## src/rtl/dfcf_pkg.sv

```systemverilog
package dfcf_pkg;

	localparam int MAX_RUN = 13;
	localparam int RUN_CNT_W = 4;

	typedef enum logic [2:0] {
		OP_ERASE_PAGE  = 3'd0,
		OP_ERASE_CHIP  = 3'd1,
		OP_READ_START  = 3'd2,
		OP_READ_BYTE   = 3'd3,
		OP_WRITE_START = 3'd4,
		OP_WRITE_BYTE  = 3'd5,
		OP_STATUS      = 3'd6
	} dfcf_op_t;

	localparam logic [2:0] OPCODE_MAX = 3'd6;

	localparam logic [7:0] ERASE_PAGE_CMD = 8'h81;
	localparam logic [7:0] ERASE_CHIP_CMD = 8'hC7;
	localparam logic [23:0] CHIP_ERASE_TAIL = 24'h94809A;
	localparam logic [7:0] CMD_READ = 8'h03;
	localparam logic [7:0] READ_DUMMY = 8'hFF;
	localparam logic [7:0] CMD_PAGE_TO_BUF = 8'h53;
	localparam logic [7:0] CMD_PROG_BUF = 8'h82;
	localparam logic [7:0] CMD_REWRITE = 8'h58;
	localparam logic [7:0] CMD_STATUS = 8'hD7;
	localparam logic [7:0] STATUS_PAD = 8'h00;

	typedef struct packed {
		logic [2:0]  opcode;
		logic [20:0] address;
		logic [7:0]  data_byte;
		logic        last_item;
	} dfcf_item_t;

	typedef struct packed {
		logic [7:0] tx_byte;
		logic       wait_ready;
		logic       end_frame;
	} dfcf_ent_t;

	typedef struct packed {
		dfcf_ent_t [MAX_RUN-1:0] ent;
		logic [RUN_CNT_W-1:0]    count;
	} dfcf_run_t;

endpackage

```

## src/rtl/dfcf_if.sv

```systemverilog
interface dfcf_req_if;
	logic        valid;
	logic        ready;
	logic [2:0]  opcode;
	logic [20:0] address;
	logic [7:0]  data_byte;
	logic        last_item;

	modport source (output valid, opcode, address, data_byte, last_item, input ready);
	modport sink (input valid, opcode, address, data_byte, last_item, output ready);
endinterface

interface dfcf_rsp_if;
	logic       valid;
	logic       ready;
	logic [7:0] tx_byte;
	logic       wait_ready;
	logic       end_frame;
	logic       end_of_run;

	modport source (output valid, tx_byte, wait_ready, end_frame, end_of_run, input ready);
	modport sink (input valid, tx_byte, wait_ready, end_frame, end_of_run, output ready);
endinterface

```

## src/rtl/dfcf_addr_split.sv

```systemverilog
module dfcf_addr_split #(
	parameter int PAGE_BYTES = 512,
	parameter int ADDRESS_BITS = 21
) (
	input  logic                          clk,
	input  logic                          arst_n,
	input  logic                          in_valid,
	output logic                          in_ready,
	input  dfcf_pkg::dfcf_item_t          in_item,
	output logic                          out_valid,
	input  logic                          out_ready,
	output dfcf_pkg::dfcf_item_t          out_item,
	output logic [ADDRESS_BITS-1:0]       out_addr,
	output logic [ADDRESS_BITS-1:0]       out_page,
	output logic [$clog2(PAGE_BYTES)-1:0] out_off
);

	localparam int OFF_W = $clog2(PAGE_BYTES);
	localparam int DIV_SHIFT = ADDRESS_BITS + OFF_W;
	localparam longint DIV_MULT =
		((longint'(1) << DIV_SHIFT) + longint'(PAGE_BYTES) - 1) / longint'(PAGE_BYTES);
	localparam int MULT_W = $clog2(DIV_MULT + 1);
	localparam int PROD_W = ADDRESS_BITS + MULT_W;

	logic                     v_s1;
	dfcf_pkg::dfcf_item_t     item_s1;
	logic [ADDRESS_BITS-1:0]  addr_s1;
	logic [ADDRESS_BITS-1:0]  page_s1;
	logic                     v_s2;
	dfcf_pkg::dfcf_item_t     item_s2;
	logic [ADDRESS_BITS-1:0]  addr_s2;
	logic [ADDRESS_BITS-1:0]  page_s2;
	logic [OFF_W-1:0]         off_s2;

	logic [ADDRESS_BITS-1:0]  addr_in;
	logic [PROD_W-1:0]        prod;
	logic [ADDRESS_BITS-1:0]  page_base;
	logic                     adv_s2;
	logic                     fire_in;

	// page = floor(a * M / 2^k) is exact for every address of ADDRESS_BITS bits
	assign addr_in = ADDRESS_BITS'(in_item.address);
	assign prod = PROD_W'(addr_in) * PROD_W'(DIV_MULT);
	assign page_base = ADDRESS_BITS'(page_s1 * ADDRESS_BITS'(PAGE_BYTES));

	assign adv_s2 = !v_s2 || out_ready;
	assign in_ready = !v_s1 || adv_s2;
	assign fire_in = in_valid && in_ready;

	always_ff @(posedge clk or negedge arst_n) begin
		if (!arst_n) begin
			v_s1 <= 1'b0;
			v_s2 <= 1'b0;
		end else begin
			if (fire_in) begin
				v_s1 <= 1'b1;
			end else if (adv_s2) begin
				v_s1 <= 1'b0;
			end
			if (adv_s2) begin
				v_s2 <= v_s1;
			end
		end
	end

	always_ff @(posedge clk) begin
		if (fire_in) begin
			item_s1 <= in_item;
			addr_s1 <= addr_in;
			page_s1 <= ADDRESS_BITS'(prod >> DIV_SHIFT);
		end
		if (adv_s2 && v_s1) begin
			item_s2 <= item_s1;
			addr_s2 <= addr_s1;
			page_s2 <= page_s1;
			off_s2 <= OFF_W'(addr_s1 - page_base);
		end
	end

	assign out_valid = v_s2;
	assign out_item = item_s2;
	assign out_addr = addr_s2;
	assign out_page = page_s2;
	assign out_off = off_s2;

endmodule

```

## src/rtl/dfcf_frame_gen.sv

```systemverilog
module dfcf_frame_gen #(
	parameter int PAGE_BYTES = 512,
	parameter int ADDRESS_BITS = 21
) (
	input  logic                          clk,
	input  logic                          arst_n,
	input  logic                          cfg_we,
	input  logic                          cfg_wdata,
	input  logic                          item_valid,
	output logic                          item_ready,
	input  dfcf_pkg::dfcf_item_t          item,
	input  logic [ADDRESS_BITS-1:0]       addr,
	input  logic [ADDRESS_BITS-1:0]       page,
	input  logic [$clog2(PAGE_BYTES)-1:0] off,
	input  logic                          can_load,
	output logic                          load,
	output dfcf_pkg::dfcf_run_t           run
);

	localparam int OFF_W = $clog2(PAGE_BYTES);
	localparam int CODE_W = ADDRESS_BITS + 1;

	logic                    page_mode_q;
	logic [ADDRESS_BITS-1:0] wa_q;
	logic [ADDRESS_BITS-1:0] wpage_q;
	logic [OFF_W-1:0]        woff_q;
	logic                    open_q;
	logic [CODE_W-1:0]       open_code_q;

	logic [ADDRESS_BITS-1:0] wa_nx;
	logic [ADDRESS_BITS-1:0] wpage_nx;
	logic [OFF_W-1:0]        woff_nx;
	logic                    open_nx;
	logic [CODE_W-1:0]       open_code_nx;

	logic [dfcf_pkg::RUN_CNT_W-1:0] n;
	logic                    boundary;
	logic                    wrap_all;
	logic                    page_end;
	logic [CODE_W-1:0]       wcode;
	logic [CODE_W-1:0]       code_cur;

	function automatic logic [CODE_W-1:0] dev_code(input logic mode,
			input logic [ADDRESS_BITS-1:0] pg, input logic [OFF_W-1:0] ofs);
		logic [CODE_W-1:0] shifted;
		if (mode) begin
			shifted = CODE_W'(pg) << OFF_W;
		end else begin
			shifted = CODE_W'(pg) << (OFF_W + 1);
		end
		return shifted | CODE_W'(ofs);
	endfunction

	function automatic dfcf_pkg::dfcf_ent_t frame_byte(input logic [7:0] cmd,
			input logic [23:0] code, input logic w, input logic e, input logic [1:0] k);
		dfcf_pkg::dfcf_ent_t ent;
		ent.wait_ready = 1'b0;
		ent.end_frame = 1'b0;
		case (k)
			2'd0: begin
				ent.tx_byte = cmd;
				ent.wait_ready = w;
			end
			2'd1: ent.tx_byte = code[23:16];
			2'd2: ent.tx_byte = code[15:8];
			default: begin
				ent.tx_byte = code[7:0];
				ent.end_frame = e;
			end
		endcase
		return ent;
	endfunction

	assign item_ready = can_load;
	assign load = item_valid && can_load;

	assign wrap_all = (wa_q == '1);
	assign page_end = (woff_q == OFF_W'(PAGE_BYTES - 1));
	assign boundary = wrap_all || page_end;
	assign wcode = dev_code(page_mode_q, wpage_q, '0);

	always_comb begin
		run = '0;
		n = '0;
		wa_nx = wa_q;
		wpage_nx = wpage_q;
		woff_nx = woff_q;
		open_nx = open_q;
		open_code_nx = open_code_q;
		code_cur = open_code_q;
		if (load && item.opcode <= dfcf_pkg::OPCODE_MAX) begin
			// close the open program frame before any other request
			if (open_q && item.opcode != dfcf_pkg::OP_WRITE_BYTE) begin
				for (int k = 0; k < 4; k++) begin
					run.ent[n] = frame_byte(dfcf_pkg::CMD_REWRITE, 24'(open_code_q),
						1'b1, 1'b1, 2'(k));
					n = n + 1'b1;
				end
				open_nx = 1'b0;
			end
			case (dfcf_pkg::dfcf_op_t'(item.opcode))
				dfcf_pkg::OP_ERASE_PAGE: begin
					for (int k = 0; k < 4; k++) begin
						run.ent[n] = frame_byte(dfcf_pkg::ERASE_PAGE_CMD,
							24'(dev_code(page_mode_q, page, '0)), 1'b0, 1'b1, 2'(k));
						n = n + 1'b1;
					end
				end
				dfcf_pkg::OP_ERASE_CHIP: begin
					for (int k = 0; k < 4; k++) begin
						run.ent[n] = frame_byte(dfcf_pkg::ERASE_CHIP_CMD,
							dfcf_pkg::CHIP_ERASE_TAIL, 1'b0, 1'b1, 2'(k));
						n = n + 1'b1;
					end
				end
				dfcf_pkg::OP_READ_START: begin
					for (int k = 0; k < 4; k++) begin
						run.ent[n] = frame_byte(dfcf_pkg::CMD_READ,
							24'(dev_code(page_mode_q, page, off)), 1'b1, 1'b0, 2'(k));
						n = n + 1'b1;
					end
				end
				dfcf_pkg::OP_READ_BYTE: begin
					run.ent[n] = '{tx_byte: dfcf_pkg::READ_DUMMY, wait_ready: 1'b0,
						end_frame: item.last_item};
					n = n + 1'b1;
				end
				dfcf_pkg::OP_WRITE_START: begin
					wa_nx = addr;
					wpage_nx = page;
					woff_nx = off;
				end
				dfcf_pkg::OP_WRITE_BYTE: begin
					if (!open_q) begin
						code_cur = wcode;
						open_code_nx = wcode;
						for (int k = 0; k < 4; k++) begin
							run.ent[n] = frame_byte(dfcf_pkg::CMD_PAGE_TO_BUF, 24'(wcode),
								1'b1, 1'b1, 2'(k));
							n = n + 1'b1;
						end
						for (int k = 0; k < 4; k++) begin
							run.ent[n] = frame_byte(dfcf_pkg::CMD_PROG_BUF,
								24'(dev_code(page_mode_q, wpage_q, woff_q)), 1'b1, 1'b0, 2'(k));
							n = n + 1'b1;
						end
					end
					// advance the write pointer, wrapping at the address space
					if (wrap_all) begin
						wa_nx = '0;
						wpage_nx = '0;
						woff_nx = '0;
					end else if (page_end) begin
						wa_nx = wa_q + 1'b1;
						wpage_nx = wpage_q + 1'b1;
						woff_nx = '0;
					end else begin
						wa_nx = wa_q + 1'b1;
						woff_nx = woff_q + 1'b1;
					end
					run.ent[n] = '{tx_byte: item.data_byte, wait_ready: 1'b0,
						end_frame: boundary || item.last_item};
					n = n + 1'b1;
					if (boundary || item.last_item) begin
						for (int k = 0; k < 4; k++) begin
							run.ent[n] = frame_byte(dfcf_pkg::CMD_REWRITE, 24'(code_cur),
								1'b1, 1'b1, 2'(k));
							n = n + 1'b1;
						end
						open_nx = 1'b0;
					end else begin
						open_nx = 1'b1;
					end
				end
				dfcf_pkg::OP_STATUS: begin
					run.ent[n] = '{tx_byte: dfcf_pkg::CMD_STATUS, wait_ready: 1'b0,
						end_frame: 1'b0};
					n = n + 1'b1;
					run.ent[n] = '{tx_byte: dfcf_pkg::STATUS_PAD, wait_ready: 1'b0,
						end_frame: 1'b1};
					n = n + 1'b1;
				end
				default: begin
				end
			endcase
		end
		run.count = n;
	end

	always_ff @(posedge clk or negedge arst_n) begin
		if (!arst_n) begin
			page_mode_q <= 1'b0;
			wa_q <= '0;
			wpage_q <= '0;
			woff_q <= '0;
			open_q <= 1'b0;
			open_code_q <= '0;
		end else begin
			if (cfg_we) begin
				page_mode_q <= cfg_wdata;
			end
			wa_q <= wa_nx;
			wpage_q <= wpage_nx;
			woff_q <= woff_nx;
			open_q <= open_nx;
			open_code_q <= open_code_nx;
		end
	end

endmodule

```

## src/rtl/dfcf_run_queue.sv

```systemverilog
module dfcf_run_queue (
	input  logic                clk,
	input  logic                arst_n,
	input  logic                load,
	input  dfcf_pkg::dfcf_run_t run,
	output logic                can_load,
	dfcf_rsp_if.source          rsp
);

	dfcf_pkg::dfcf_ent_t            ent_q [dfcf_pkg::MAX_RUN];
	logic [dfcf_pkg::RUN_CNT_W-1:0] cnt_q;
	logic                           take;

	assign take = rsp.valid && rsp.ready;
	assign can_load = (cnt_q == '0) || (cnt_q == 1 && rsp.ready);

	always_ff @(posedge clk or negedge arst_n) begin
		if (!arst_n) begin
			cnt_q <= '0;
		end else if (load) begin
			cnt_q <= run.count;
		end else if (take) begin
			cnt_q <= cnt_q - 1'b1;
		end
	end

	// shift toward the head so the output always comes from entry zero
	always_ff @(posedge clk) begin
		if (load) begin
			for (int i = 0; i < dfcf_pkg::MAX_RUN; i++) begin
				ent_q[i] <= run.ent[i];
			end
		end else if (take) begin
			for (int i = 0; i < dfcf_pkg::MAX_RUN - 1; i++) begin
				ent_q[i] <= ent_q[i+1];
			end
		end
	end

	assign rsp.valid = (cnt_q != '0);
	assign rsp.tx_byte = ent_q[0].tx_byte;
	assign rsp.wait_ready = ent_q[0].wait_ready;
	assign rsp.end_frame = ent_q[0].end_frame;
	assign rsp.end_of_run = (cnt_q == 1);

endmodule

```

## src/rtl/dataflash_command_framer_top.sv

```systemverilog
// The first result of an accepted item passes address stages s1 and s2, then the run queue.
// Throughput: one item per cycle enters the two-stage address pipeline unless stalled; an item
// yielding N result bytes (N is 0 to 13) holds the result queue until all are taken, one byte
// a cycle while rsp.ready is high. The next run loads in the same cycle as the last byte of
// the current run is taken. Reset (arst_n low) clears the pipeline valids, the queue count, the
// page mode and the write pointer and open-page state at once.
module dataflash_command_framer_top #(
	parameter int PAGE_BYTES = 512,
	parameter int ADDRESS_BITS = 21
) (
	input  logic       clk,
	input  logic       arst_n,
	input  logic       cfg_we,
	input  logic       cfg_wdata,
	dfcf_req_if.sink   req,
	dfcf_rsp_if.source rsp
);

	localparam int OFF_W = $clog2(PAGE_BYTES);

	dfcf_pkg::dfcf_item_t    req_item;
	dfcf_pkg::dfcf_item_t    item_s2;
	logic                    v_s2;
	logic                    gen_ready;
	logic [ADDRESS_BITS-1:0] addr_s2;
	logic [ADDRESS_BITS-1:0] page_s2;
	logic [OFF_W-1:0]        off_s2;
	logic                    can_load;
	logic                    load;
	dfcf_pkg::dfcf_run_t     run;

	assign req_item = '{opcode: req.opcode, address: req.address,
		data_byte: req.data_byte, last_item: req.last_item};

	dfcf_addr_split #(
		.PAGE_BYTES(PAGE_BYTES),
		.ADDRESS_BITS(ADDRESS_BITS)
	) u_split (
		.clk(clk),
		.arst_n(arst_n),
		.in_valid(req.valid),
		.in_ready(req.ready),
		.in_item(req_item),
		.out_valid(v_s2),
		.out_ready(gen_ready),
		.out_item(item_s2),
		.out_addr(addr_s2),
		.out_page(page_s2),
		.out_off(off_s2)
	);

	dfcf_frame_gen #(
		.PAGE_BYTES(PAGE_BYTES),
		.ADDRESS_BITS(ADDRESS_BITS)
	) u_gen (
		.clk(clk),
		.arst_n(arst_n),
		.cfg_we(cfg_we),
		.cfg_wdata(cfg_wdata),
		.item_valid(v_s2),
		.item_ready(gen_ready),
		.item(item_s2),
		.addr(addr_s2),
		.page(page_s2),
		.off(off_s2),
		.can_load(can_load),
		.load(load),
		.run(run)
	);

	dfcf_run_queue u_queue (
		.clk(clk),
		.arst_n(arst_n),
		.load(load),
		.run(run),
		.can_load(can_load),
		.rsp(rsp)
	);

endmodule

```

## src/flat_wrapper.sv

```systemverilog
// flat-port wrapper written by rule: the top's interface ports become plain ports
module dataflash_command_framer_top_flat 
#(
	parameter int PAGE_BYTES = 512,
	parameter int ADDRESS_BITS = 21
)
  (clk, arst_n, cfg_we, cfg_wdata, req_valid, req_opcode, req_address, req_data_byte, req_last_item, req_ready, rsp_valid, rsp_tx_byte, rsp_wait_ready, rsp_end_frame, rsp_end_of_run, rsp_ready);
  dfcf_req_if req_i ();
  dfcf_rsp_if rsp_i ();
  input  logic clk;
  input  logic arst_n;
  input  logic cfg_we;
  input  logic cfg_wdata;
  input wire logic [$bits(req_i.valid)-1:0] req_valid;
  input wire logic [$bits(req_i.opcode)-1:0] req_opcode;
  input wire logic [$bits(req_i.address)-1:0] req_address;
  input wire logic [$bits(req_i.data_byte)-1:0] req_data_byte;
  input wire logic [$bits(req_i.last_item)-1:0] req_last_item;
  output wire logic [$bits(req_i.ready)-1:0] req_ready;
  output wire logic [$bits(rsp_i.valid)-1:0] rsp_valid;
  output wire logic [$bits(rsp_i.tx_byte)-1:0] rsp_tx_byte;
  output wire logic [$bits(rsp_i.wait_ready)-1:0] rsp_wait_ready;
  output wire logic [$bits(rsp_i.end_frame)-1:0] rsp_end_frame;
  output wire logic [$bits(rsp_i.end_of_run)-1:0] rsp_end_of_run;
  input wire logic [$bits(rsp_i.ready)-1:0] rsp_ready;
  assign req_i.valid = req_valid;
  assign req_i.opcode = req_opcode;
  assign req_i.address = req_address;
  assign req_i.data_byte = req_data_byte;
  assign req_i.last_item = req_last_item;
  assign req_ready = req_i.ready;
  assign rsp_valid = rsp_i.valid;
  assign rsp_tx_byte = rsp_i.tx_byte;
  assign rsp_wait_ready = rsp_i.wait_ready;
  assign rsp_end_frame = rsp_i.end_frame;
  assign rsp_end_of_run = rsp_i.end_of_run;
  assign rsp_i.ready = rsp_ready;
  dataflash_command_framer_top #(.PAGE_BYTES(PAGE_BYTES), .ADDRESS_BITS(ADDRESS_BITS)) u_core (.clk(clk), .arst_n(arst_n), .cfg_we(cfg_we), .cfg_wdata(cfg_wdata), .req(req_i), .rsp(rsp_i));
endmodule
```

## config.mk

```make
export PLATFORM = sky130hd
export DESIGN_NAME = dataflash_command_framer_top_flat
export DESIGN_NICKNAME = d
export VERILOG_FILES = /design/src/rtl/dfcf_pkg.sv /design/src/rtl/dfcf_if.sv /design/src/rtl/dfcf_addr_split.sv /design/src/rtl/dfcf_frame_gen.sv /design/src/rtl/dfcf_run_queue.sv /design/src/rtl/dataflash_command_framer_top.sv /design/src/flat_wrapper.sv
export SDC_FILE = /design/constraint.sdc
export NUM_CORES = 1
export LEC_CHECK = 0
export ABC_AREA = 1
export ABC_CLOCK_PERIOD_IN_PS = 28700
export BUFFER_PORTS_ARGS = -buffer_cell sky130_fd_sc_hd__buf_2
export CAP_MARGIN = 20
export CORE_MARGIN = 5
export CORE_UTILIZATION = 45
export DETAILED_ROUTE_END_ITERATION = 10
export GPL_TIMING_DRIVEN = 0
export SETUP_SLACK_MARGIN = 0.02
export SYNTH_ARGS = -nofsm -noshare
export SYNTH_HDL_FRONTEND = slang
export SYNTH_SLANG_ARGS = --single-unit
```

## constraint.sdc

```tcl
create_clock -name clk -period 28.7 [get_ports clk]
set_input_delay 5.74 -clock clk [delete_from_list [all_inputs] [get_ports clk]]
set_output_delay 5.74 -clock clk [all_outputs]
set_load 0.01 [all_outputs]
```

==> results summary <==
The first-pass GRT wire length is 62270 um. The synthesized design contains 193 enable-type register cells. Of all flip-flops after synthesis, the portion carrying an async set or reset was 0.2744. For this configuration, the core starts out at a cell density of 0.4534. The pin slew with the least headroom to its limit came out at 0.9509 ns. The CTS clock-pin slew for the worst setup and hold paths came out at 0.06 ns. After synthesis, the cell types taking the most area are sky130_fd_sc_hd__edfxtp_1 (45%), sky130_fd_sc_hd__dfrtp_1 (14%), sky130_fd_sc_hd__nand2_1 (10%).

The switching portion of total power came out at 0.3867. The count of buffers inserted at the top-level ports came out at 51. The share of total power dissipated in combinational logic is 0.315. The post-CTS setup buffer count is 0. Dividing the synthesized area by the synthesized cell count gives 9.651 um2. After routing, the total negative slack on setup checks comes to 0 ns.

Of the cells placed in the final design, the portion with a size suffix greater than 1 is 0.1507. Sorting the synthesized cells by how often they occur yields sky130_fd_sc_hd__nand2_1 (351), sky130_fd_sc_hd__edfxtp_1 (193), sky130_fd_sc_hd__inv_1 (145). In this run the power spent charging and discharging nets is 0.5580 mW. For this design the ratio of total power to cell area is 97.80 nW/um2.

In the final routed layout, each cell accounts on average for 22.57 um. The clock period could shrink to 12.21 ns. The number of antenna violations at the first check in global routing is 0. The share of the Yosys chip area taken by registers is 0.5889. The number of pins exceeding their max-slew limit in the final report is 0. The clock tree from TritonCTS is yes.

The insertion delay to the later sink of the worst-skew pair is 0.58 ns. The hold violation total from the final report was 0. The cell sitting at the root of the clock tree is a sky130_fd_sc_hd__clkbuf_16. Across the VDD grid, the largest voltage drop is 0.05781 mV. The run finished with clean final reports.

The final setup slack of the worst path came out at 16.49 ns. For the worst setup path, the data arrival time is 6.47 ns. The area share of the leading cell type in the synthesized netlist came out at 0.4478. The post-route DRC violation count came out at 0. The total of cells resized after clock tree synthesis is 0. Along the worst hold path, the cell count comes to 0. In this run the worst path has a maximum fanout of 3.

Entering global routing, the biggest net connects 51 pins. The die area is 32250 um2. The post-detailed-routing wire length is 41650 um. Setup repair after global routing left no endpoint under its margin. The most used flip-flop cell after synthesis is sky130_fd_sc_hd__edfxtp_1. The leakage power figure came out at 6.453 nW. The path depth of the worst reg2reg path is 14. The number of vias per cell after detailed routing came out at 5.412. After synthesis, the netlist uses 51 different library cells. The worst register-to-register path has a setup slack of 25.83 ns. Buffers inserted during clock tree synthesis total 30. The setup violation total in the final timing report came out at 0. Before CTS, the worst setup slack after placement is 16.48 ns. Between clock sinks in the finished design, the worst skew comes to 0.03156 ns.

The row count came out at 62. The final critical-path share of the clock period is 0.4254. The number of iterations in the first detailed-routing pass is 6.

The cell with the most instances after synthesis is sky130_fd_sc_hd__nand2_1. The share of the core filled with cells in the final layout came out at 0.5168. The number of I/O pins came out at 52. The synthesized instance count came out at 1341. The max-cap violation count came out at 0.

The die is 179.6 um tall. The total global-route track usage came out at 0.2536. The clock sink total came out at 266.

The synthesized design spends more area on one cell type than any other, namely sky130_fd_sc_hd__edfxtp_1. The quantity of hold-fixing buffers added after cts came out at 0. The area overhead of the layout relative to synthesis came out at 14.00%. Derived from the worst setup path, the maximum achievable clock frequency is 81.90 MHz. The worst endpoint required time is 22.96 ns. STA classifies the critical path startpoint as an input pin. After floorplanning, the core was sized to cover 28550 um2. Of the total power, registers draw 0.434.

The final net count is 1482. The total grt overflow came out at 0. The maximum buffer depth of the clock tree is 3.

The worst setup path is of the in -> out kind. In this run the number of H-tree levels came out at 1. The clock network power share came out at 0.250. Headroom to the max-slew limit came out at 0.3594. The post-synthesis register bit count is 266. The total cell area at the placement stage came out at 13830 um2. The detailed-placement wirelength estimate came out at 31260 um. Summing internal, switching and leakage power gives 1.443 mW. The number of global-route vias before repair is 9472.

The floorplan step set the die width to 179.6 um. The post-layout instance area is 14750 um2. The weighted congestion at the end of routability-driven global placement came out at 0.9643. The cell-internal power is 0.8850 mW. The total number of yosys warnings is 0. The via total after detailed routing came out at 9985. STA classifies the critical path endpoint as an output pin. Summing every instance area after synthesis gives 12940 um2.

In this run the worst hold path is classified as reg -> reg. The number of antenna-violating nets in the routed design came out at 0. The number of DRC violations after detailed-routing iteration 0 is 1076.
==> sequential cells by signal (all words and copies together) (netlist names) <==
name and cells:
u_core.u_split.out_valid 1, u_core.u_split.v_s1 1, u_core.u_queue.cnt_q 4, u_core.u_split.out_item 12, u_core.u_split.out_page 1, u_core.u_gen.woff_q 9, u_core.u_split.out_addr 20, u_core.u_gen.open_q 1
u_core.u_gen.page_mode_q 1, u_core.u_split.item_s1 12, u_core.u_gen.open_code_q 22, u_core.u_queue.ent_q 127, u_core.u_gen.wpage_q 13, u_core.u_gen.wa_q 21, u_core.u_split.addr_s1 21
==> cell type report <==
type	instances	area, um2
tap	384	480.5
inverter	163	616.8
timing repair buffer	56	365.4
multi-input combinational	863	4400
clock buffer	39	825.8
sequential	266	7622
antenna	1	2.502
buffer	56	340.3
fill	2740	13790
clock inverter	17	100.1
==> logic make-up after synthesis <==
| kind of cell | Yosys count | synth area share |
|---|---|---|
| fa+ha+maj | 7 | 0.006767 |
| compound gates | 263 | 0.1215 |
| buf+inv | 219 | 0.07396 |
| xor+xnor | 16 | 0.01083 |
| other cells | 1 | 0.0002897 |
| simple gates | 569 | 0.1977 |
| flops | 266 | 0.5889 |
==> power by group through the flow <==
| stage | Clock, mW | Combinational (mW) | Sequential [mW] |
|---|---|---|---|
| 6_report | 0.361 | 0.455 | 0.627 |
| 5_1_grt | 0.386 | 0.499 | 0.637 |
| 4_1_cts | 0.370 | 0.452 | 0.625 |
| 3_5_place_dp | 0 | 0.450 | 0.632 |
| 3_3_place_gp | 0 | 0.440 | 0.649 |
| 2_1_floorplan | 0 | 0.295 | 0.610 |
==> metrics by stage <==
step | hold WS (ns) | instances
after floorplan | 0.4003 | 1348
after global placement | 0.4005 | 1783
after detailed placement | 0.4052 | 1788
after CTS | 0.4166 | 1844
after global routing | 0.4168 | 1844
final | 0.4070 | 1845
==> placed cells by master, fill, tap and decap left out, types with 13 or more instances in the layout <==
| master | Yosys | final |
|---|---|---|
| sky130_fd_sc_hd__xor2_1 | 13 | 13 |
| sky130_fd_sc_hd__buf_4 | 16 | 17 |
| sky130_fd_sc_hd__a22o_1 | 23 | 23 |
| sky130_fd_sc_hd__inv_1 | 145 | 143 |
| sky130_fd_sc_hd__a21oi_1 | 44 | 44 |
| sky130_fd_sc_hd__nor2_1 | 79 | 79 |
| sky130_fd_sc_hd__nor3_1 | 17 | 17 |
| sky130_fd_sc_hd__nand3_1 | 61 | 61 |
| sky130_fd_sc_hd__dfrtp_1 | 73 | 73 |
| sky130_fd_sc_hd__clkbuf_1 | 9 | 15 |
| sky130_fd_sc_hd__buf_2 | 23 | 73 |
| sky130_fd_sc_hd__nand4_1 | 13 | 13 |
| sky130_fd_sc_hd__inv_2 | 16 | 18 |
| sky130_fd_sc_hd__nand2_1 | 351 | 351 |
| sky130_fd_sc_hd__clkbuf_16 | 0 | 31 |
| sky130_fd_sc_hd__o21ai_0 | 123 | 122 |
| sky130_fd_sc_hd__edfxtp_1 | 193 | 193 |
==> per-layer routing <==
layer,track usage,wire length (um),vias up
li1,-,-,4723
met1,0.3759,19040,4879
met2,0.4055,19170,325
met3,0.02688,2396,58
met4,0.06065,1040,0
met5,0,0,-
==> final timing paths <==
path / startpoint / end
max in group asynchronous: arst_n / u_core.u_gen.open_code_q[1]$_DFFE_PN0P_
hold / removal: u_core.u_split.addr_s1[7]$_DFFE_PP_ / u_core.u_split.out_addr[7]$_DFFE_PP_
min in group asynchronous: arst_n / u_core.u_gen.wpage_q[9]$_DFFE_PN0P_
hold reg to reg: u_core.u_split.addr_s1[7]$_DFFE_PP_ / u_core.u_split.out_addr[7]$_DFFE_PP_
setup / recovery: rsp_ready / req_ready
setup reg to reg: u_core.u_gen.woff_q[1]$_DFFE_PN0P_ / u_core.u_queue.cnt_q[2]$_DFFE_PN0P_
==> critical path, cell delays in order <==
cell and delay (ns):
sky130_fd_sc_hd__buf_2 0.11, sky130_fd_sc_hd__nand4_1 0.10, sky130_fd_sc_hd__nand2_2 0.10, sky130_fd_sc_hd__nor2_1 0.16
sky130_fd_sc_hd__nand2_1 0.11, sky130_fd_sc_hd__buf_2 0.15
No activity file was read; power rests on OpenSTA's default activity.
